`config.mk`:
```
export PLATFORM = sky130hd
export DESIGN_NAME = pfld_delay
export DESIGN_NICKNAME = d
export VERILOG_FILES = /design/src/rtl/core/pfld_delay.sv
export SDC_FILE = /design/constraint.sdc
export NUM_CORES = 1
export LEC_CHECK = 0
export BUFFER_PORTS_ARGS = -buffer_cell sky130_fd_sc_hd__buf_2
export CAP_MARGIN = 25
export CELL_PAD_IN_SITES_DETAIL_PLACEMENT = 1
export CELL_PAD_IN_SITES_GLOBAL_PLACEMENT = 2
export CORE_AREA = 4 4 86 88
export DETAILED_ROUTE_END_ITERATION = 10
export DIE_AREA = 0 0 90 92
export PLACE_DENSITY_LB_ADDON = 0.1
export SYNTH_ARGS = -nofsm -noshare
export SYNTH_HDL_FRONTEND = slang
export SYNTH_SLANG_ARGS = --single-unit
```
`constraint.sdc`:
```
create_clock -name clk -period 0.8 [get_ports clk]
set_input_delay 0.08 -clock clk [delete_from_list [all_inputs] [get_ports clk]]
set_output_delay 0.08 -clock clk [all_outputs]
set_load 0.03 [all_outputs]
```
`src/rtl/core/pfld_delay.sv`:
```
// Enabled shift line that aligns an operand with a later pipeline stage.
`default_nettype none
module pfld_delay #(
    parameter int WIDTH = 62,
    parameter int DEPTH = 1
) (
    input  wire logic             clk,
    input  wire logic             en,
    input  wire logic [WIDTH-1:0] d,
    output logic      [WIDTH-1:0] q
);

    logic [WIDTH-1:0] pipe_reg [DEPTH];

    always_ff @(posedge clk)
    begin
        if (en)
        begin
            pipe_reg[0] <= d;
            for (int i = 1; i < DEPTH; i++)
            begin
                pipe_reg[i] <= pipe_reg[i-1];
            end
        end
    end

    assign q = pipe_reg[DEPTH-1];

endmodule
`default_nettype wire

```
==> results of run 1 <==
## what timing repair did
| item | 4_1_cts | 5_1_grt |
|---|---|---|
| resized for setup | 124 | 0 |
| endpoints found under the hold margin | 62 | 0 |
| endpoints found under the setup margin | 62 | 62 |
| pin swaps | 0 | 0 |
| cloned | 0 | 0 |
| hold buffers | 62 | 0 |
## metrics by stage
stage          TNS [ns]  power [mW]   util
6_report          -8.12        7.60  0.569
5_1_grt          -10.91        7.95  0.569
4_1_cts           -9.66        7.71  0.569
3_5_place_dp          0        5.00  0.395
3_3_place_gp          0        4.97  0.395
2_1_floorplan         0        4.53      -
## worst min-delay path by stage
stage               depth (start not counted)  slack, ns               to
floorplan                                   0       0.18   pipe_reg[0][0]
global placement                            1       0.26  pipe_reg[0][11]
detailed placement                          1       0.26  pipe_reg[0][25]
CTS                                         2       0.23   pipe_reg[0][3]
global route                                2       0.23  pipe_reg[0][20]
finish                                      2       0.24  pipe_reg[0][28]
## final cells by class
class / instances / area (um2) / share of cell area
tap: 80 / 100 / 0.0265
clock buffer: 10 / 128 / 0.0338
timing repair buffer: 189 / 1670 / 0.443
clock inverter: 4 / 16.3 / 0.00430
sequential: 62 / 1860 / 0.493
## cell usage in the layout, fill, tap and decap left out
cell / instances
buf_2: 63
edfxtp_1: 62
clkbuf_8: 9
clkinv_1: 3
dlygate4sd3_1: 62
buf_6: 62
clkbuf_1: 1
clkinv_2: 1
buf_12: 2
## kinds of logic (layout without fill, tap and decap cells)
family / after synthesis / after routing / synth area share
buffers and inverters: 0 / 203 / 0
flip-flops: 62 / 62 / 1.00
## power breakdown
group	internal, mW	total, mW	switching [mW]
combinational	0.771	1.53	0.762
sequential	3.87	3.98	0.113
clock	1.05	2.08	1.03
## per-layer routing
metal,vias to the layer above,track usage,wire length (um)
li1,651,-,-
met1,644,0.126,1790
met2,75,0.222,2780
met3,10,0.0623,521
met4,0,0.0740,108
met5,-,0,0
==> results.py, run 1 <==
metrics = {
    "power": {
        "ir_drop_uv": 1060,
        "leakagePower_nw": 1.58,
        "p_per_area_nw_per_um2": 2010,
    },
    "critical_path": {
        "cp_max_fo": 1,
        "worstPathArrival_ns": 0.87,
        "cp_top_family": "flip-flops",
        "end_kind": "primary output",
        "cp.required_ns": 0.72,
        "start_kind": "flip-flop",
        "crit_chain": "buf_6",
        "startpoint": "pipe_reg[0][30]",
        "critPathCapture": "q[30]",
        "slowest_stage": "edfxtp_1",
        "crit_type": "reg2out",
        "critPathBufInv": 1,
        "worst-path-stages": 1,
        "cp_slowest_stage_delay_ns": 0.39,
    },
    "logic_synthesis": {
        "yosys.area.top_type": "edfxtp_1",
        "synth_most_common_cell": "edfxtp_1",
        "synth_area_um2": 1860,
        "yosysWarnings": 0,
        "yosysTopAreaCellShare": 1.00,
        "synth_fp_nets": 126,
        "async_flop_share": 0,
        "ys_ff_latch": 62,
        "yosysUniqueCellTypes": 1,
        "synth-main-ff-cell": "edfxtp_1",
        "synth_edf_count": 62,
        "ys_top_cells_by_area": "edfxtp_1 100%",
        "postSynthCellCount": 62,
        "syn_avg_cell_area_um2": 30.0,
        "yosysSeqAreaShare": 1.00,
        "synthTopCellsByCount": "62 x edfxtp_1",
    },
    "floorplan": {
        "die_w_um": 90,
        "dieArea_um2": 8280,
        "initial_core_util": 0.280,
        "coreArea_um2": 6640,
        "dieHeight_um": 92,
        "rows": 30,
        "floorplan.io_pins": 126,
    },
    "sta": {
        "worst_pin_slew_ns": 0.189,
        "max_freq_mhz": 1050,
        "finalCritPeriodShare": 1.19,
        "relSlewSlack": 0.874,
        "hold_viol_final": 0,
        "setup-violations-final": 62,
        "report.final.slew_viol_count": 0,
        "rsz0062_at_grt": "true",
        "period_minus_slack_ns": 0.950,
        "layout_setup_ws_ns": -0.150,
        "whs_ns": 0.243,
    },
    "grt": {
        "grt_pass1_wl_mm": 8.01,
        "grt_use_total": 0.129,
        "grt.overflow.total": 0,
        "antenna_found_initial": 0,
        "grt_max_degree": 35,
        "first_global_vias": 1549,
    },
    "cells_and_area": {
        "diodes": 0,
        "fill_cells": 616,
        "fin_area_um2": 3780,
        "largest_register_ffs": 62,
        "fin_nets": 326,
        "multi_input_cells": 0,
        "area_delta_synth_final_pct": 103,
        "drive_gt1_frac": 0.517,
        "final_cells": 345,
        "multi_input_area_um2": 0,
    },
    "clock_network": {
        "numClockSinks": 62,
        "post_cts_buffers": 0,
        "numCtsBuffers": 9,
        "clkTransAtPathRegs_ns": 0.06,
        "cts.path.max_buffers": 2,
        "cts_tree": "yes",
        "root_buffer": "clkbuf_8",
        "cts.htree.levels": 3,
    },
    "status": {
        "violations": "negative setup slack",
        "status": "finished with violations",
    },
    "placement": {
        "pre_cts_ws_ns": 0.0215,
        "port_buffers": 125,
        "placed_cell_area_um2": 2630,
        "gp_congestion": 0.636,
        "placedCellCount": 269,
    },
    "flow_run": {
        "maxCapViolations": 0,
    },
    "routing": {
        "vias": 1380,
        "drc": 0,
        "drtAntennaViolNets": 0,
        "first_iter_violations": 35,
        "wl_per_cell_um": 15.1,
        "routed_wl_mm": 5.19,
        "drt-pass1-iter-count": 4,
        "vias_per_cell": 4.00,
    },
    "hold_path": {
        "min_from": "en",
        "hold_class": "in2reg",
    },
}
Note: power is estimated with default switching activity, not from simulation.
==> run 2, diff against run 1 <==
--- a/config.mk
+++ b/config.mk
@@ -9,10 +9,10 @@
 export CAP_MARGIN = 25
 export CELL_PAD_IN_SITES_DETAIL_PLACEMENT = 1
 export CELL_PAD_IN_SITES_GLOBAL_PLACEMENT = 2
-export CORE_AREA = 4 4 86 88
+export CORE_AREA = 4 4 66 113
 export DETAILED_ROUTE_END_ITERATION = 10
-export DIE_AREA = 0 0 90 92
-export PLACE_DENSITY_LB_ADDON = 0.1
+export DIE_AREA = 0 0 70 117
+export PLACE_DENSITY_LB_ADDON = 0.2
 export SYNTH_ARGS = -nofsm -noshare
 export SYNTH_HDL_FRONTEND = slang
 export SYNTH_SLANG_ARGS = --single-unit
==> run 2 against run 1 <==
Against the previous run:
- the run still ends with negative setup slack left
- maximum frequency shrank 3.4%
- die area shrank 1.1%
- cell area grew 2.9%
- sequential share of layout area shrank 1.4 points
- combinational power is essentially flat
- sequential cell count is the same
- via count grew 1.4%
- sequential power is essentially flat
- non-clock buffer count is the same
- global-route usage grew 2.7 points
- setup slack lost 0.034 ns
- largest cell class unchanged
- highest routed layer unchanged
==> results.py, run 2 (synthesis gave the netlist of run 1 again) <==
metrics = {
    "routing": {
        "wl_per_cell_um": 17.3,
        "drtAntennaViolNets": 0,
        "vias_per_cell": 4.02,
        "vias": 1399,
        "drc": 0,
        "drt-pass1-iter-count": 4,
        "routed_wl_mm": 6.02,
        "first_iter_violations": 80,
    },
    "grt": {
        "grt_use_total": 0.156,
        "antenna_found_initial": 0,
        "grt_pass1_wl_mm": 9.03,
        "grt.overflow.total": 0,
        "grt_max_degree": 38,
        "first_global_vias": 1654,
    },
    "cells_and_area": {
        "final_cell_mix": "63 x buf_2, 62 x dlygate4sd3_1, 62 x buf_6, 62 x edfxtp_1, 9 x clkbuf_16",
        "multi_input_cells": 0,
        "largest_register_ffs": 62,
        "mostFrequentLayoutCell": "buf_2",
        "area_delta_synth_final_pct": 109,
        "final_cells": 348,
        "multi_input_area_um2": 0,
        "fin_area_um2": 3890,
        "drive_gt1_frac": 0.519,
        "fin_nets": 326,
        "diodes": 0,
    },
    "clock_network": {
        "post_cts_buffers": 0,
        "numClockSinks": 62,
        "clkTransAtPathRegs_ns": 0.05,
        "cts_tree": "yes",
        "cts.path.max_buffers": 2,
        "root_buffer": "clkbuf_16",
        "numCtsBuffers": 9,
        "cts.htree.levels": 3,
    },
    "critical_path": {
        "worstPathArrival_ns": 0.90,
        "cp_max_fo": 1,
        "end_kind": "primary output",
        "critPathBufInv": 1,
        "cp_slowest_stage_delay_ns": 0.42,
        "slowest_stage": "edfxtp_1",
        "start_kind": "flip-flop",
        "cp_top_family": "flip-flops",
        "cp.required_ns": 0.72,
        "startpoint": "pipe_reg[0][0]",
        "crit_type": "reg2out",
        "crit_chain": "buf_6",
    },
    "power": {
        "power_mw": 8.81,
        "power_frac_comb": 0.175,
        "leakagePower_nw": 1.63,
        "power.switching_mw": 2.10,
        "internal-power_mw": 6.71,
        "seq_power_share": 0.455,
        "p_per_area_nw_per_um2": 2270,
        "pwr-share-clk": 0.370,
        "p_sw_frac": 0.238,
        "ir_drop_uv": 1490,
    },
    "floorplan": {
        "coreArea_um2": 6540,
        "initial_core_util": 0.285,
        "dieHeight_um": 117,
        "rows": 39,
        "dieArea_um2": 8190,
        "floorplan.io_pins": 126,
        "die_w_um": 70,
    },
    "status": {
        "status": "finished with violations",
        "violations": "negative setup slack",
    },
    "sta": {
        "finalCritPeriodShare": 1.23,
        "worst_pin_slew_ns": 0.192,
        "layout_setup_ws_ns": -0.184,
        "rsz0062_at_grt": "true",
        "setup-violations-final": 62,
        "relSlewSlack": 0.872,
        "period_minus_slack_ns": 0.984,
        "hold_viol_final": 0,
        "report.final.slew_viol_count": 0,
        "finalSetupTns_ns": -8.41,
        "max_freq_mhz": 1020,
    },
    "hold_path": {
        "hold_path_depth": 2,
        "hold_class": "in2reg",
        "whs_endpoint": "pipe_reg[0][1]",
        "min_from": "en",
    },
    "placement": {
        "placed_cell_area_um2": 2630,
        "placedCellCount": 271,
        "gp_congestion": 0.688,
        "port_buffers": 125,
    },
    "flow_run": {
        "maxCapViolations": 0,
    },
}
==> run 2: cell count changes in the layout (fill, tap and decap cells not counted), sizes merged <==
cell / previous run / this run
clkinv: 4 / 2
clkbuf: 10 / 13
==> run 2: final cells by class <==
| type | instances | area (um2) |
|---|---|---|
| timing repair buffer | 189 | 1670 |
| clock buffer | 13 | 240 |
| clock inverter | 2 | 10.0 |
| tap | 82 | 103 |
| fill | 610 | 2650 |
| sequential | 62 | 1860 |
==> run 2: power groups by stage <==
stage,combinational [mW],sequential (mW),clock (mW)
after floorplan,0,4.53,0
after global placement,1.00,3.98,0
after detailed placement,1.01,3.99,0
after CTS,1.54,4.00,3.33
after global routing,1.61,4.03,3.52
final,1.54,4.01,3.26
==> run 2: metal layers <==
layer / global-route usage / vias up / share of wire
met2: 0.299 / 75 / 0.60
li1: - / 652 / -
met4: 0.0946 / 0 / 0.026
met3: 0.0410 / 12 / 0.061
met1: 0.144 / 660 / 0.31
met5: 0 / - / 0
==> run 2: how the worst max path moves through the flow <==
stage,depth (start not counted),to
2_1_floorplan,0,q[0]
6_report,1,q[0]
5_1_grt,1,q[0]
4_1_cts,1,q[28]
3_3_place_gp,2,pipe_reg[0][16]
3_5_place_dp,2,pipe_reg[0][16]
==> run 2: timing repair <==
item / 4_1_cts / 5_1_grt
hold buffers: 62 / 0
resized for setup: 124 / 0
endpoints found under the setup margin: 62 / 62
endpoints found under the hold margin: 62 / 0
cloned: 0 / 0
==> run 2: stage by stage <==
stage / setup WS, ns / utilization / hold WS, ns
2_1_floorplan: 0.224 / - / 0.179
3_3_place_gp: 0.0367 / 0.402 / 0.257
3_5_place_dp: 0.0136 / 0.402 / 0.258
4_1_cts: -0.171 / 0.595 / 0.234
5_1_grt: -0.213 / 0.595 / 0.246
6_report: -0.184 / 0.595 / 0.246
