`src/rtl/core/pfld_pkg.sv`:
```
// Shared types and constants for the phase-field local derivative pipeline.
`default_nettype none
package pfld_pkg;

    localparam int DATA_WIDTH  = 32;
    localparam int INTER_BITS  = 62;
    localparam int NUM_REGS    = 7;
    localparam int CFG_IDX_W   = 3;

    typedef logic signed [DATA_WIDTH-1:0] data_t;
    typedef logic signed [INTER_BITS-1:0] inter_t;

    typedef struct packed {
        logic signed [DATA_WIDTH-1:0] composition;
        logic signed [DATA_WIDTH-1:0] order_param;
    } in_item_t;

    typedef struct packed {
        logic signed [DATA_WIDTH-1:0] deriv_comp;
        logic signed [DATA_WIDTH-1:0] deriv_phase;
    } out_item_t;

    typedef enum logic [0:0] {
        OP_ADD = 1'b0,
        OP_SUB = 1'b1
    } addsub_op_t;

    localparam logic [CFG_IDX_W-1:0] REG_COEF_ALPHA  = 3'd0;
    localparam logic [CFG_IDX_W-1:0] REG_COEF_BETA   = 3'd1;
    localparam logic [CFG_IDX_W-1:0] REG_ALPHA_EQ    = 3'd2;
    localparam logic [CFG_IDX_W-1:0] REG_BETA_LOW    = 3'd3;
    localparam logic [CFG_IDX_W-1:0] REG_BETA_HIGH   = 3'd4;
    localparam logic [CFG_IDX_W-1:0] REG_COUPLING    = 3'd5;
    localparam logic [CFG_IDX_W-1:0] REG_BARRIER     = 3'd6;

endpackage
`default_nettype wire

```
`src/rtl/core/pfld_sadd.sv`:
```
// Registered saturating add or subtract on intermediate-width values.
`default_nettype none
module pfld_sadd
    import pfld_pkg::*;
(
    input  wire logic       clk,
    input  wire logic       en,
    input  wire addsub_op_t op,
    input  wire inter_t     a,
    input  wire inter_t     b,
    output inter_t          y
);

    logic signed [INTER_BITS:0] sum;
    inter_t                     y_reg, y_next;

    always_comb
    begin
        if (op == OP_SUB)
            sum = {a[INTER_BITS-1], a} - {b[INTER_BITS-1], b};
        else
            sum = {a[INTER_BITS-1], a} + {b[INTER_BITS-1], b};
        if (sum[INTER_BITS] != sum[INTER_BITS-1])
            y_next = sum[INTER_BITS] ? {1'b1, {(INTER_BITS-1){1'b0}}}
                                     : {1'b0, {(INTER_BITS-1){1'b1}}};
        else
            y_next = sum[INTER_BITS-1:0];
    end

    always_ff @(posedge clk)
    begin
        if (en)
            y_reg <= y_next;
    end

    assign y = y_reg;

endmodule
`default_nettype wire
```
`config.mk`:
```
export PLATFORM = sky130hd
export DESIGN_NAME = pfld_sadd
export DESIGN_NICKNAME = d
export VERILOG_FILES = /design/src/rtl/core/pfld_pkg.sv /design/src/rtl/core/pfld_sadd.sv
export SDC_FILE = /design/constraint.sdc
export NUM_CORES = 1
export LEC_CHECK = 0
export ABC_CLOCK_PERIOD_IN_PS = 6800
export BUFFER_PORTS_ARGS = -buffer_cell sky130_fd_sc_hd__buf_4
export CORE_ASPECT_RATIO = 0.8
export CORE_MARGIN = 8
export CORE_UTILIZATION = 56
export DETAILED_ROUTE_END_ITERATION = 12
export PLACE_DENSITY = 0.83
export SKIP_LAST_GASP = 1
export SLEW_MARGIN = 20
export SYNTH_ARGS = -nofsm -noshare
export SYNTH_HDL_FRONTEND = slang
export SYNTH_SLANG_ARGS = --single-unit
```
`constraint.sdc`:
```
create_clock -name clk -period 6.8 [get_ports clk]
set_clock_uncertainty 0.15 [all_clocks]
set_input_delay 0.68 -clock clk [delete_from_list [all_inputs] [get_ports clk]]
set_output_delay 0.68 -clock clk [all_outputs]
set_load 0.03 [all_outputs]
```
==> impl_results.md, run 1 <==
- Setup repair after global routing missed its margin: false
- CP cell instances: buf_4, or4_1, nor4_2, and3_1, and2_1, nor2b_1, a21oi_1, xnor2_1, ha_1, a21o_1, a21o_1, a221oi_1, o21ai_0, nor2_1, nor3b_1, o31ai_2, xor2_1, nand2_2, buf_12, a21oi_1
- Number of nets in the final layout: 1299
- ANT cells: 0
- Max Freq: roughly 160 MHz
- Final instance area: between 9000 and 10000 µm²
- Max-slew violation count: 0
- Most frequent standard cell in the layout excluding fill and tap cells: buf_4
- Status: finished clean
- Critical Path RT: just under 7000 ps
- Hold WS: approximately 660 ps
- Number of distinct library cells after synthesis: 67
- Critical path startpoint: b[10]
- Effective utilization at floorplan: 56.48%
- Port-buffer cells: between 150 and 200
- Number of antenna violations at the first check in global routing: 0
- Total power divided by cell area: 271.2 nW/µm²
- Number of instances in the synthesized netlist: roughly 940
- Maxcap violations: 0
- Number of global-route vias before repair: just over 7k
- Setup TNS Final: 0 ps
- Routed wire per std cell: ~18 µm
- Resize count post-CTS: 0
- Max-Slew Margin vs Limit: 48.81%
- Router iterations before antenna repair: 6
- Hold Violations, Final: 0
- Slowest-stage cell, CP: or4_1
- Buffers inserted by post-CTS timing repair: 0
- Via density: about 6
- Grt ovf: 0
- Routability cong.: 0.9667
- Measured slew at the worst slew-check pin: approximately 760 ps
- Leading cell types in the layout, fill and taps excluded: buf_4, a21oi_1, xnor2_1, nor2_1, ha_1
- Filler cell count in the final layout: 1093
- Setup-violating endpoint count in the final report: 0
- Register clock-pin slew on the reported worst setup and hold paths: around 50 ps
- Deepest level of the CTS H-tree: 3
- Violation count after the first detailed-routing iteration: around 900
- Number of buffers on the longest clock path: 2
- Worst supply voltage drop on vdd: around 0.19 mV
- Num ports: 189
- Share of cells above drive strength 1: a little under a quarter
- First-pass GRT wire length: around 37000 µm
- Synthesized net count: 1135
- Sequential-to-total area share from yosys stat: roughly a quarter
- TritonCTS clock tree: done
- Arrival time at the worst endpoint: roughly 6400 ps
- Largest delay share family, worst path: simple AND/OR/NAND/NOR gates
- Fin crit share: between 90 and 100%
- Period minus WS final: 6343 ps
- Clock sink count: between 60 and 70
- DR DRC count: 0
- Leakage power figure: 3.926 nW
- Min-delay worst type: input pin to flip-flop
- Largest incremental delay on the critical path: around 590 ps
- Count of hold-fix buffers inserted at cts: 0
- Post-detailed-route count of antenna-violating nets: 0
- Final WL: around 23000 µm
- Final instance count without filler cells: ~1.3k
- Prevailing post-synth register cell: edfxtp_1
- Critical path launch point type: input pin
- Netlist area before placement: 7572 µm²
- Buf/Inv on CP: 2
- Growth of design area from synthesis to finish: 24.37%
- Origin of the worst min-delay path: b[0]
- Via total after detailed routing: between 7k and 8k
- Highest fanout seen on the critical path: 34
- Die Width: around 150 µm
- Cells after DPL: 1277
- Number of buffers added by the clock tree synthesis step: 9
- Core area: around 13000 µm²
- EDFF count, synth: 62
- Die height: approximately 120 µm
- Maximum number of pins on one net before global-route repair: 64
- Path type of the worst setup path: input pin to flip-flop
- Post-synthesis async set-or-reset flop share: 0%
- Flop and latch count out of synthesis: 62
- Yosys warning total: 0
- Aggregate global-route resource usage: 25.33%
- Buffer cell driving the clock tree root: clkbuf_16
- Detailed placement HPWL: around 19000 µm
- Flip-flop count of the largest register after layout: 62
- Rows: 38
- Placed standard-cell area: 9128 µm²
- Total Die Area: roughly 18000 µm²
- Type of destination of the critical path: flip-flop
- Mean Syn Cell Area: approximately 8.0 µm²
-- logic make-up after synthesis --
family | synth area share, %
AO/OA/AOI/OAI | 26.62
AND/OR/NAND/NOR | 18.90
XOR/XNOR | 13.90
buffers and inverters | 4.792
adder cells (fa/ha/maj) | 10.94
flip-flops | 24.59
multiplexers | 0.2644
-- path summary, 6_finish.rpt --
check / to / slack, ps / depth (start not counted)
worst min-delay path: y[0] / 660 / 3
worst max-delay path: y[19] / 460 / 20
-- layout make-up --
type | count | area, µm² | share of cell area, %
well taps | 180 | 225.2 | 2.391
flip-flops and latches | 62 | 1862 | 19.77
repair buffers | 205 | 1564 | 16.61
multi-input cells | 797 | 5353 | 56.84
clock buffers | 10 | 229.0 | 2.431
inverters | 33 | 123.9 | 1.315
clock inverters | 6 | 61.31 | 0.6510
-- per-stage QoR --
step / setup slack (ps) / power (W) / util (%)
after floorplan: 986.1 / 0.001617 / -
after global placement: 416.8 / 0.002081 / 68.08
after detailed placement: 217.0 / 0.002099 / 68.08
after global routing: 64.50 / 0.002689 / 70.24
after CTS: 539.8 / 0.002542 / 70.24
final: 456.8 / 0.002554 / 70.24
-- layer usage --
layer / vias up / part of all wire (%) / routed length [µm] / GRT usage (%)
li1: 3807 / - / - / -
met2: 454 / 41 / 9486 / 36.40
met4: 0 / 1.4 / 318 / 5.202
met3: 30 / 10 / 2340 / 4.138
met5: - / 0 / 0 / 0
met1: 3618 / 48 / 11010 / 38.79
-- Yosys cell counts (3+ instances only) --
cell type,instances,share of area (%)
a21oi_1,148,9.8
xnor2_1,91,11
nor2_1,80,4.0
ha_1,63,10
edfxtp_1,62,25
nand2_1,58,2.9
o21ai_0,58,3.8
inv_1,33,1.6
clkbuf_1,31,1.5
nor3_1,27,1.8
a21o_1,26,2.6
xor2_1,26,3.0
nand4_1,25,2.1
a21oi_2,17,2.0
buf_2,16,1.1
a31oi_1,13,1.1
and2_1,12,0.99
nand3_1,12,0.79
o21bai_1,12,1.2
nor4_1,11,0.91
nand2b_1,9,0.74
nor2b_1,9,0.74
a211oi_1,8,0.79
o211ai_1,8,0.79
and3_1,7,0.58
o21a_1,7,0.69
or3_1,7,0.58
or4_1,7,0.69
a221oi_1,5,0.58
a2111o_1,3,0.45
buf_6,3,0.45
-- report_power, final --
group          total, W  internal [W]  switching, W  leakage (nW)
clock network  0.000437      0.000282      0.000155         0.143
registers      0.000654      0.000606     0.0000476         0.606
logic           0.00146      0.000561      0.000903          3.18
(Power assumes the default switching activity.)
==> run 2: changes to the inputs <==
--- a/config.mk
+++ b/config.mk
@@ -11,7 +11,9 @@
 export CORE_MARGIN = 8
 export CORE_UTILIZATION = 56
 export DETAILED_ROUTE_END_ITERATION = 12
+export GPL_TIMING_DRIVEN = 0
 export PLACE_DENSITY = 0.83
+export RECOVER_POWER = 50
 export SKIP_LAST_GASP = 1
 export SLEW_MARGIN = 20
 export SYNTH_ARGS = -nofsm -noshare
==> run 2 against run 1 <==
The flow now finishes with violations (max-capacitance violations, max-slew violations). Hold slack better by 13 ps. Sequential cell count unchanged. Worst setup slack got worse by 99 ps. Sequential share of layout area fell by 0.076 points. Design area is 0.39% higher. Non-clock buffer count rose by 35. Largest power group unchanged. Highest routed layer unchanged.
==> impl_results.md, run 2 (same netlist as run 1, synthesis figures left out) <==
- Highest fanout seen on the critical path: 10
- Max Freq: 155.2 MHz
- Num ports: roughly 190
- Core area: about 13000 µm²
- Total power divided by cell area: 270.7 nW/µm²
- Deepest level of the CTS H-tree: 3
- Aggregate global-route resource usage: about 27%
- Detailed placement HPWL: 20130 µm
- Area occupied by multi-input gates: approximately 5400 µm²
- Growth of design area from synthesis to finish: 24.85%
- Port-buffer cells: between 150 and 200
- Filler cell count in the final layout: about 1.2k
- Die height: about 120 µm
- ANT cells: 0
- Type of destination of the critical path: flip-flop
- Design Power: around 0.0026 W
- TritonCTS clock tree: done
- Final WL: between 20000 and 25000 µm
- Slowest-stage cell, CP: or4_1
- CP cell instances: buf_4, or4_1, nor4_4, buf_4, and3_1, nor2b_2, and3_1, and2_2, a21oi_1, xnor2_1, ha_1, buf_2, nand4_1, or3_1, nor4_2, nand2_1, a211oi_1, nor3b_2, o31ai_2, xor2_2, nand2_2, buf_6, buf_2, o21ai_0
- Worst supply voltage drop on vdd: around 0.23 mV
- Routed wire per std cell: about 19 µm
- Routability cong.: 0.9321
- Number of buffers added by the clock tree synthesis step: 9
- Post-detailed-route count of antenna-violating nets: 0
- Leading cell types in the layout, fill and taps excluded: buf_4, a21oi_1, xnor2_1, nor2_1
- Most frequent standard cell in the layout excluding fill and tap cells: buf_4
- Maxcap violations: 1
- DR DRC count: 0
- Max-Slew Margin vs Limit: -123.8%
- Grt ovf: 0
- Maximum number of pins on one net before global-route repair: 63
- Path type of the worst setup path: input pin to flip-flop
- Number of nets in the final layout: between 1k and 1.5k
- Status: finished with violations
- Measured slew at the worst slew-check pin: 3358 ps
- Period minus WS final: about 6400 ps
- Final core occ: a little over two thirds
- Failing checks: max-capacitance violations, max-slew violations
- Flip-flop count of the largest register after layout: slightly above 60
- Number of buffers on the longest clock path: 2
- Hold WS: 669.3 ps
- Number of global-route vias before repair: about 7.5k
- Number of antenna violations at the first check in global routing: 0
- Die Width: 146.0 µm
- Critical path launch point type: input pin
- Via density: approximately 6.0
- Min-delay worst type: input pin to flip-flop
- Buffer cell driving the clock tree root: clkbuf_16
- Count of hold-fix buffers inserted at cts: 0
- Largest incremental delay on the critical path: 650 ps
- Violation count after the first detailed-routing iteration: 812
- Critical Path RT: about 6700 ps
- Hold Violations, Final: 0
- Rows: 38
- Fin crit share: between 90% and 100%
- Via total after detailed routing: slightly below 8k
- Total Die Area: 17520 µm²
- Effective utilization at floorplan: 56.48%
- Leakage power figure: a little under 4 nW
- Setup-violating endpoint count in the final report: 0
- Clock sink count: between 60 and 70
- Router iterations before antenna repair: 5
- First-pass GRT wire length: between 30000 and 40000 µm
- Max-slew violation count: between 60 and 70
- Register clock-pin slew on the reported worst setup and hold paths: 50 ps
- Share of cells above drive strength 1: between 10% and 20%
- Arrival time at the worst endpoint: roughly 6300 ps
- Sequential cell area: approximately 1900 µm²
==> run 2: changes by cell type in the layout (fill, tap and decap cells not counted), sizes merged <==
cell	before	now
bufinv	1	2
clkinv	3	1
clkbuf	10	73
inv	34	33
buf	205	179
==> run 2: layout make-up <==
type,instances,area share (%)
multi-input combinational,797,57.05
sequential,62,19.69
timing repair buffer,189,13.82
clock buffer,12,2.501
buffer,51,2.488
tap,180,2.382
inverter,33,1.310
clock inverter,4,0.7544
==> run 2: final timing paths <==
path / from / to / slack (ps) / cells after the start
hold / removal: b[0] / y[0] / 670 / 3
setup / recovery: b[4] / y[14] / 360 / 24
==> run 2: through the flow <==
stage               setup WS [ps]  instances  instance area, µm²  setup TNS, ps
detailed placement         -510.7       1311                9208         -24160
finish                      358.0       1328                9454              0
CTS                         89.33       1327                9540              0
global route               -29.73       1328                9454         -178.1
floorplan                   986.1        944                7572              0
global placement           -869.3       1311                9201         -45860
==> run 2: power by group <==
| group | switching [W] | internal [W] |
|---|---|---|
| clock | 0.000156 | 0.000320 |
| sequential | 0.0000427 | 0.000607 |
| combinational | 0.000929 | 0.000506 |
| total | 0.00113 | 0.00143 |
==> run 2: layer usage <==
metal / vias up / part of all wire (%) / GRT usage (%)
met5: - / 0 / 0
met4: 0 / 1.5 / 6.744
met3: 24 / 8.9 / 4.816
met2: 397 / 40 / 38.98
met1: 3641 / 49 / 41.22
li1: 3881 / - / -
==> run 2: worst max-delay path, delay by kind of cell <==
| family | cells | cell delay, ps |
|---|---|---|
| buf+inv | 5 | 930 |
| simple gates | 12 | 3270 |
| compound gates | 4 | 780 |
| xor+xnor | 2 | 370 |
| fa+ha+maj | 1 | 290 |
==> run 2: repair_timing <==
| action | 4_1_cts | 5_1_grt |
|---|---|---|
| endpoints found under the setup margin | 57 | 59 |
| gates cloned | 0 | 0 |
| pin swaps | 0 | 2 |
| gates resized for setup | 3 | 4 |
| setup buffers | 0 | 2 |
==> run 3: changes to the inputs <==
--- a/config.mk
+++ b/config.mk
@@ -10,6 +10,7 @@
 export CORE_ASPECT_RATIO = 0.8
 export CORE_MARGIN = 8
 export CORE_UTILIZATION = 56
+export CTS_CLUSTER_DIAMETER = 40
 export DETAILED_ROUTE_END_ITERATION = 12
 export GPL_TIMING_DRIVEN = 0
 export PLACE_DENSITY = 0.83
==> constraint.sdc (replaced) <==
create_clock -name clk -period 6.8 [get_ports clk]
set_clock_uncertainty 0.15 [all_clocks]
set_input_delay 0.34 -clock clk [delete_from_list [all_inputs] [get_ports clk]]
set_output_delay 0.34 -clock clk [all_outputs]
set_load 0.03 [all_outputs]
==> run 3 against run 2 <==
The flow still finishes with violations (max-capacitance violations, max-slew violations). Total power barely moved. Final cell count unchanged. Hold slack worse by 340 ps. Fmax down 0.24%. Sequential share of layout area rose by 0.055 points. Count of clock-buffer cells in the layout did not move. Largest power group unchanged.
==> impl_results.md, run 3 (same netlist as run 1, synthesis figures left out) <==
- Final instance count without filler cells: approximately 1.3k
- Total power divided by cell area: between 200 and 300 nW/µm²
- Maxcap violations: 1
- Worst supply voltage drop on vdd: about 0.23 mV
- Most frequent standard cell in the layout excluding fill and tap cells: buf_4
- Hold Violations, Final: 0
- Final instance area: approximately 9400 µm²
- Origin of the worst min-delay path: b[0]
- Count of hold-fix buffers inserted at cts: 0
- Core area: around 13000 µm²
- Clock sink count: 62
- Leakage power figure: around 3.8 nW
- Hold WS: approximately 330 ps
- Share of cells above drive strength 1: 19.34%
- Routed wire per std cell: 18.63 µm
- Area occupied by multi-input gates: ~5400 µm²
- Period minus WS final: ~6500 ps
- Flip-flop count of the largest register after layout: 62
- Top metal layer carrying routed signals: met4
- Design Power: 0.002559 W
- Path type of the worst setup path: input pin to flip-flop
- Worst Slack Setup Final: 342.5 ps
- Effective utilization at floorplan: between 50% and 60%
- Measured slew at the worst slew-check pin: about 3400 ps
- Setup-violating endpoint count in the final report: 0
- Detail Route met3 WL: 2400 µm
- Status: finished with violations
- Max-slew violation count: 63
- Placed standard-cell area: ~9000 µm²
- Die Width: about 150 µm
- Leading cell types in the layout, fill and taps excluded: buf_4, a21oi_1, xnor2_1, nor2_1, clkbuf_1
- Maximum number of pins on one net before global-route repair: 63
- Rows: 38
- Max-Slew Margin vs Limit: -125.1%
- Growth of design area from synthesis to finish: 24.50%
- Violation count after the first detailed-routing iteration: approximately 830
- First-pass GRT wire length: 38970 µm
- Critical Path RT: 6720 ps
- Filler cell count in the final layout: between 1k and 1.5k
- Detailed placement HPWL: 20130 µm
- Number of nets in the final layout: approximately 1.3k
- Critical path launch point type: input pin
- Sequential cell area: ~1900 µm²
- Num ports: 189
- Register clock-pin slew on the reported worst setup and hold paths: ~50 ps
- Arrival time at the worst endpoint: between 6000 and 7000 ps
- Number of buffers on the longest clock path: 2
- Max Freq: approximately 150 MHz
- Type of destination of the critical path: flip-flop
- DR DRC count: 0
- Via density: ~6.0
- Final WL: about 25000 µm
- Router iterations before antenna repair: 7
- Post-detailed-route count of antenna-violating nets: 0
- Cells after DPL: roughly 1.3k
- TritonCTS clock tree: done
- Failing checks: max-capacitance violations, max-slew violations
- Port-buffer cells: 187
- Fin crit share: 94.96%
- Number of buffers added by the clock tree synthesis step: 9
- Aggregate global-route resource usage: roughly 27%
- Hold path endpoint: y[0]
- Buffer cell driving the clock tree root: clkbuf_16
- Dpl ws: -170.7 ps
- Detailed-routing wirelength on met1: around 12000 µm
- Die height: roughly 120 µm
- Number of global-route vias before repair: 7479
- Total Die Area: between 15000 and 20000 µm²
- Number of stages on the worst hold path: 3
- Deepest level of the CTS H-tree: 3
- Routability cong.: 0.9321
- Routed met2 length: slightly above 10000 µm
- Via total after detailed routing: ~7.9k
- Number of antenna violations at the first check in global routing: 0
- Highest fanout seen on the critical path: 10
- ANT cells: 0
- Min-delay worst type: input pin to flip-flop
- Grt ovf: 0
run 3: final cells by class:
class | count | share of cell area, %
plain buffers | 52 | 2.535
clock buffers | 12 | 2.508
clock inverters | 4 | 0.7565
inverters | 33 | 1.314
multi-input cells | 797 | 57.05
flip-flops and latches | 62 | 19.75
well taps | 180 | 2.389
repair buffers | 188 | 13.70
run 3: how the worst max path moves through the flow:
stage / start / endpoint / slack, ps / cells past startpoint
after floorplan: b[4] / y[53] / 1330 / 22
after global placement: b[4] / y[14] / -530 / 23
after detailed placement: b[4] / y[14] / -170 / 23
after CTS: b[4] / y[14] / 120 / 23
after global routing: b[4] / y[45] / -10 / 24
final: b[4] / y[46] / 340 / 24
run 3: report_power, final:
| group | internal (W) | total (W) | switching, W | leakage (nW) |
|---|---|---|---|---|
| Clock | 0.000320 | 0.000478 | 0.000159 | 0.144 |
| Sequential | 0.000607 | 0.000650 | 0.0000425 | 0.606 |
| Combinational | 0.000502 | 0.00143 | 0.000929 | 3.10 |
| Total | 0.00143 | 0.00256 | 0.00113 | 3.85 |
run 3: repair_timing:
item | in CTS | in global routing
gates resized for setup | 0 | 3
setup buffers | 0 | 1
endpoints found under the setup margin | 0 | 59
run 3: worst max-delay path, cell delays in order:
cell	delay, ps
buf_4	120
or4_1	620
nor4_4	280
buf_4	220
and3_1	260
nor2b_1	360
and3_1	250
and2_1	370
a21oi_1	140
xnor2_1	160
ha_1	280
clkbuf_1	320
nand4_1	230
or3_1	410
nor4_2	360
nand2_1	90
a211oi_1	180
nor3b_1	150
o31ai_2	290
xor2_2	190
nor2_2	200
buf_2	270
buf_6	200
a21oi_2	60
run 3: routing by layer:
metal  track usage [%]  vias up
met1             41.23     3648
met5                 0        -
met2             38.78      399
li1                  -     3881
met3             4.816       21
met4             6.744        0
run 3: stage by stage:
step / util, % / TNS, ps
2_1_floorplan: - / 0
3_3_place_gp: 68.63 / -25120
3_5_place_dp: 68.67 / -4347
4_1_cts: 70.97 / 0
5_1_grt: 70.32 / -36.17
6_report: 70.32 / 0
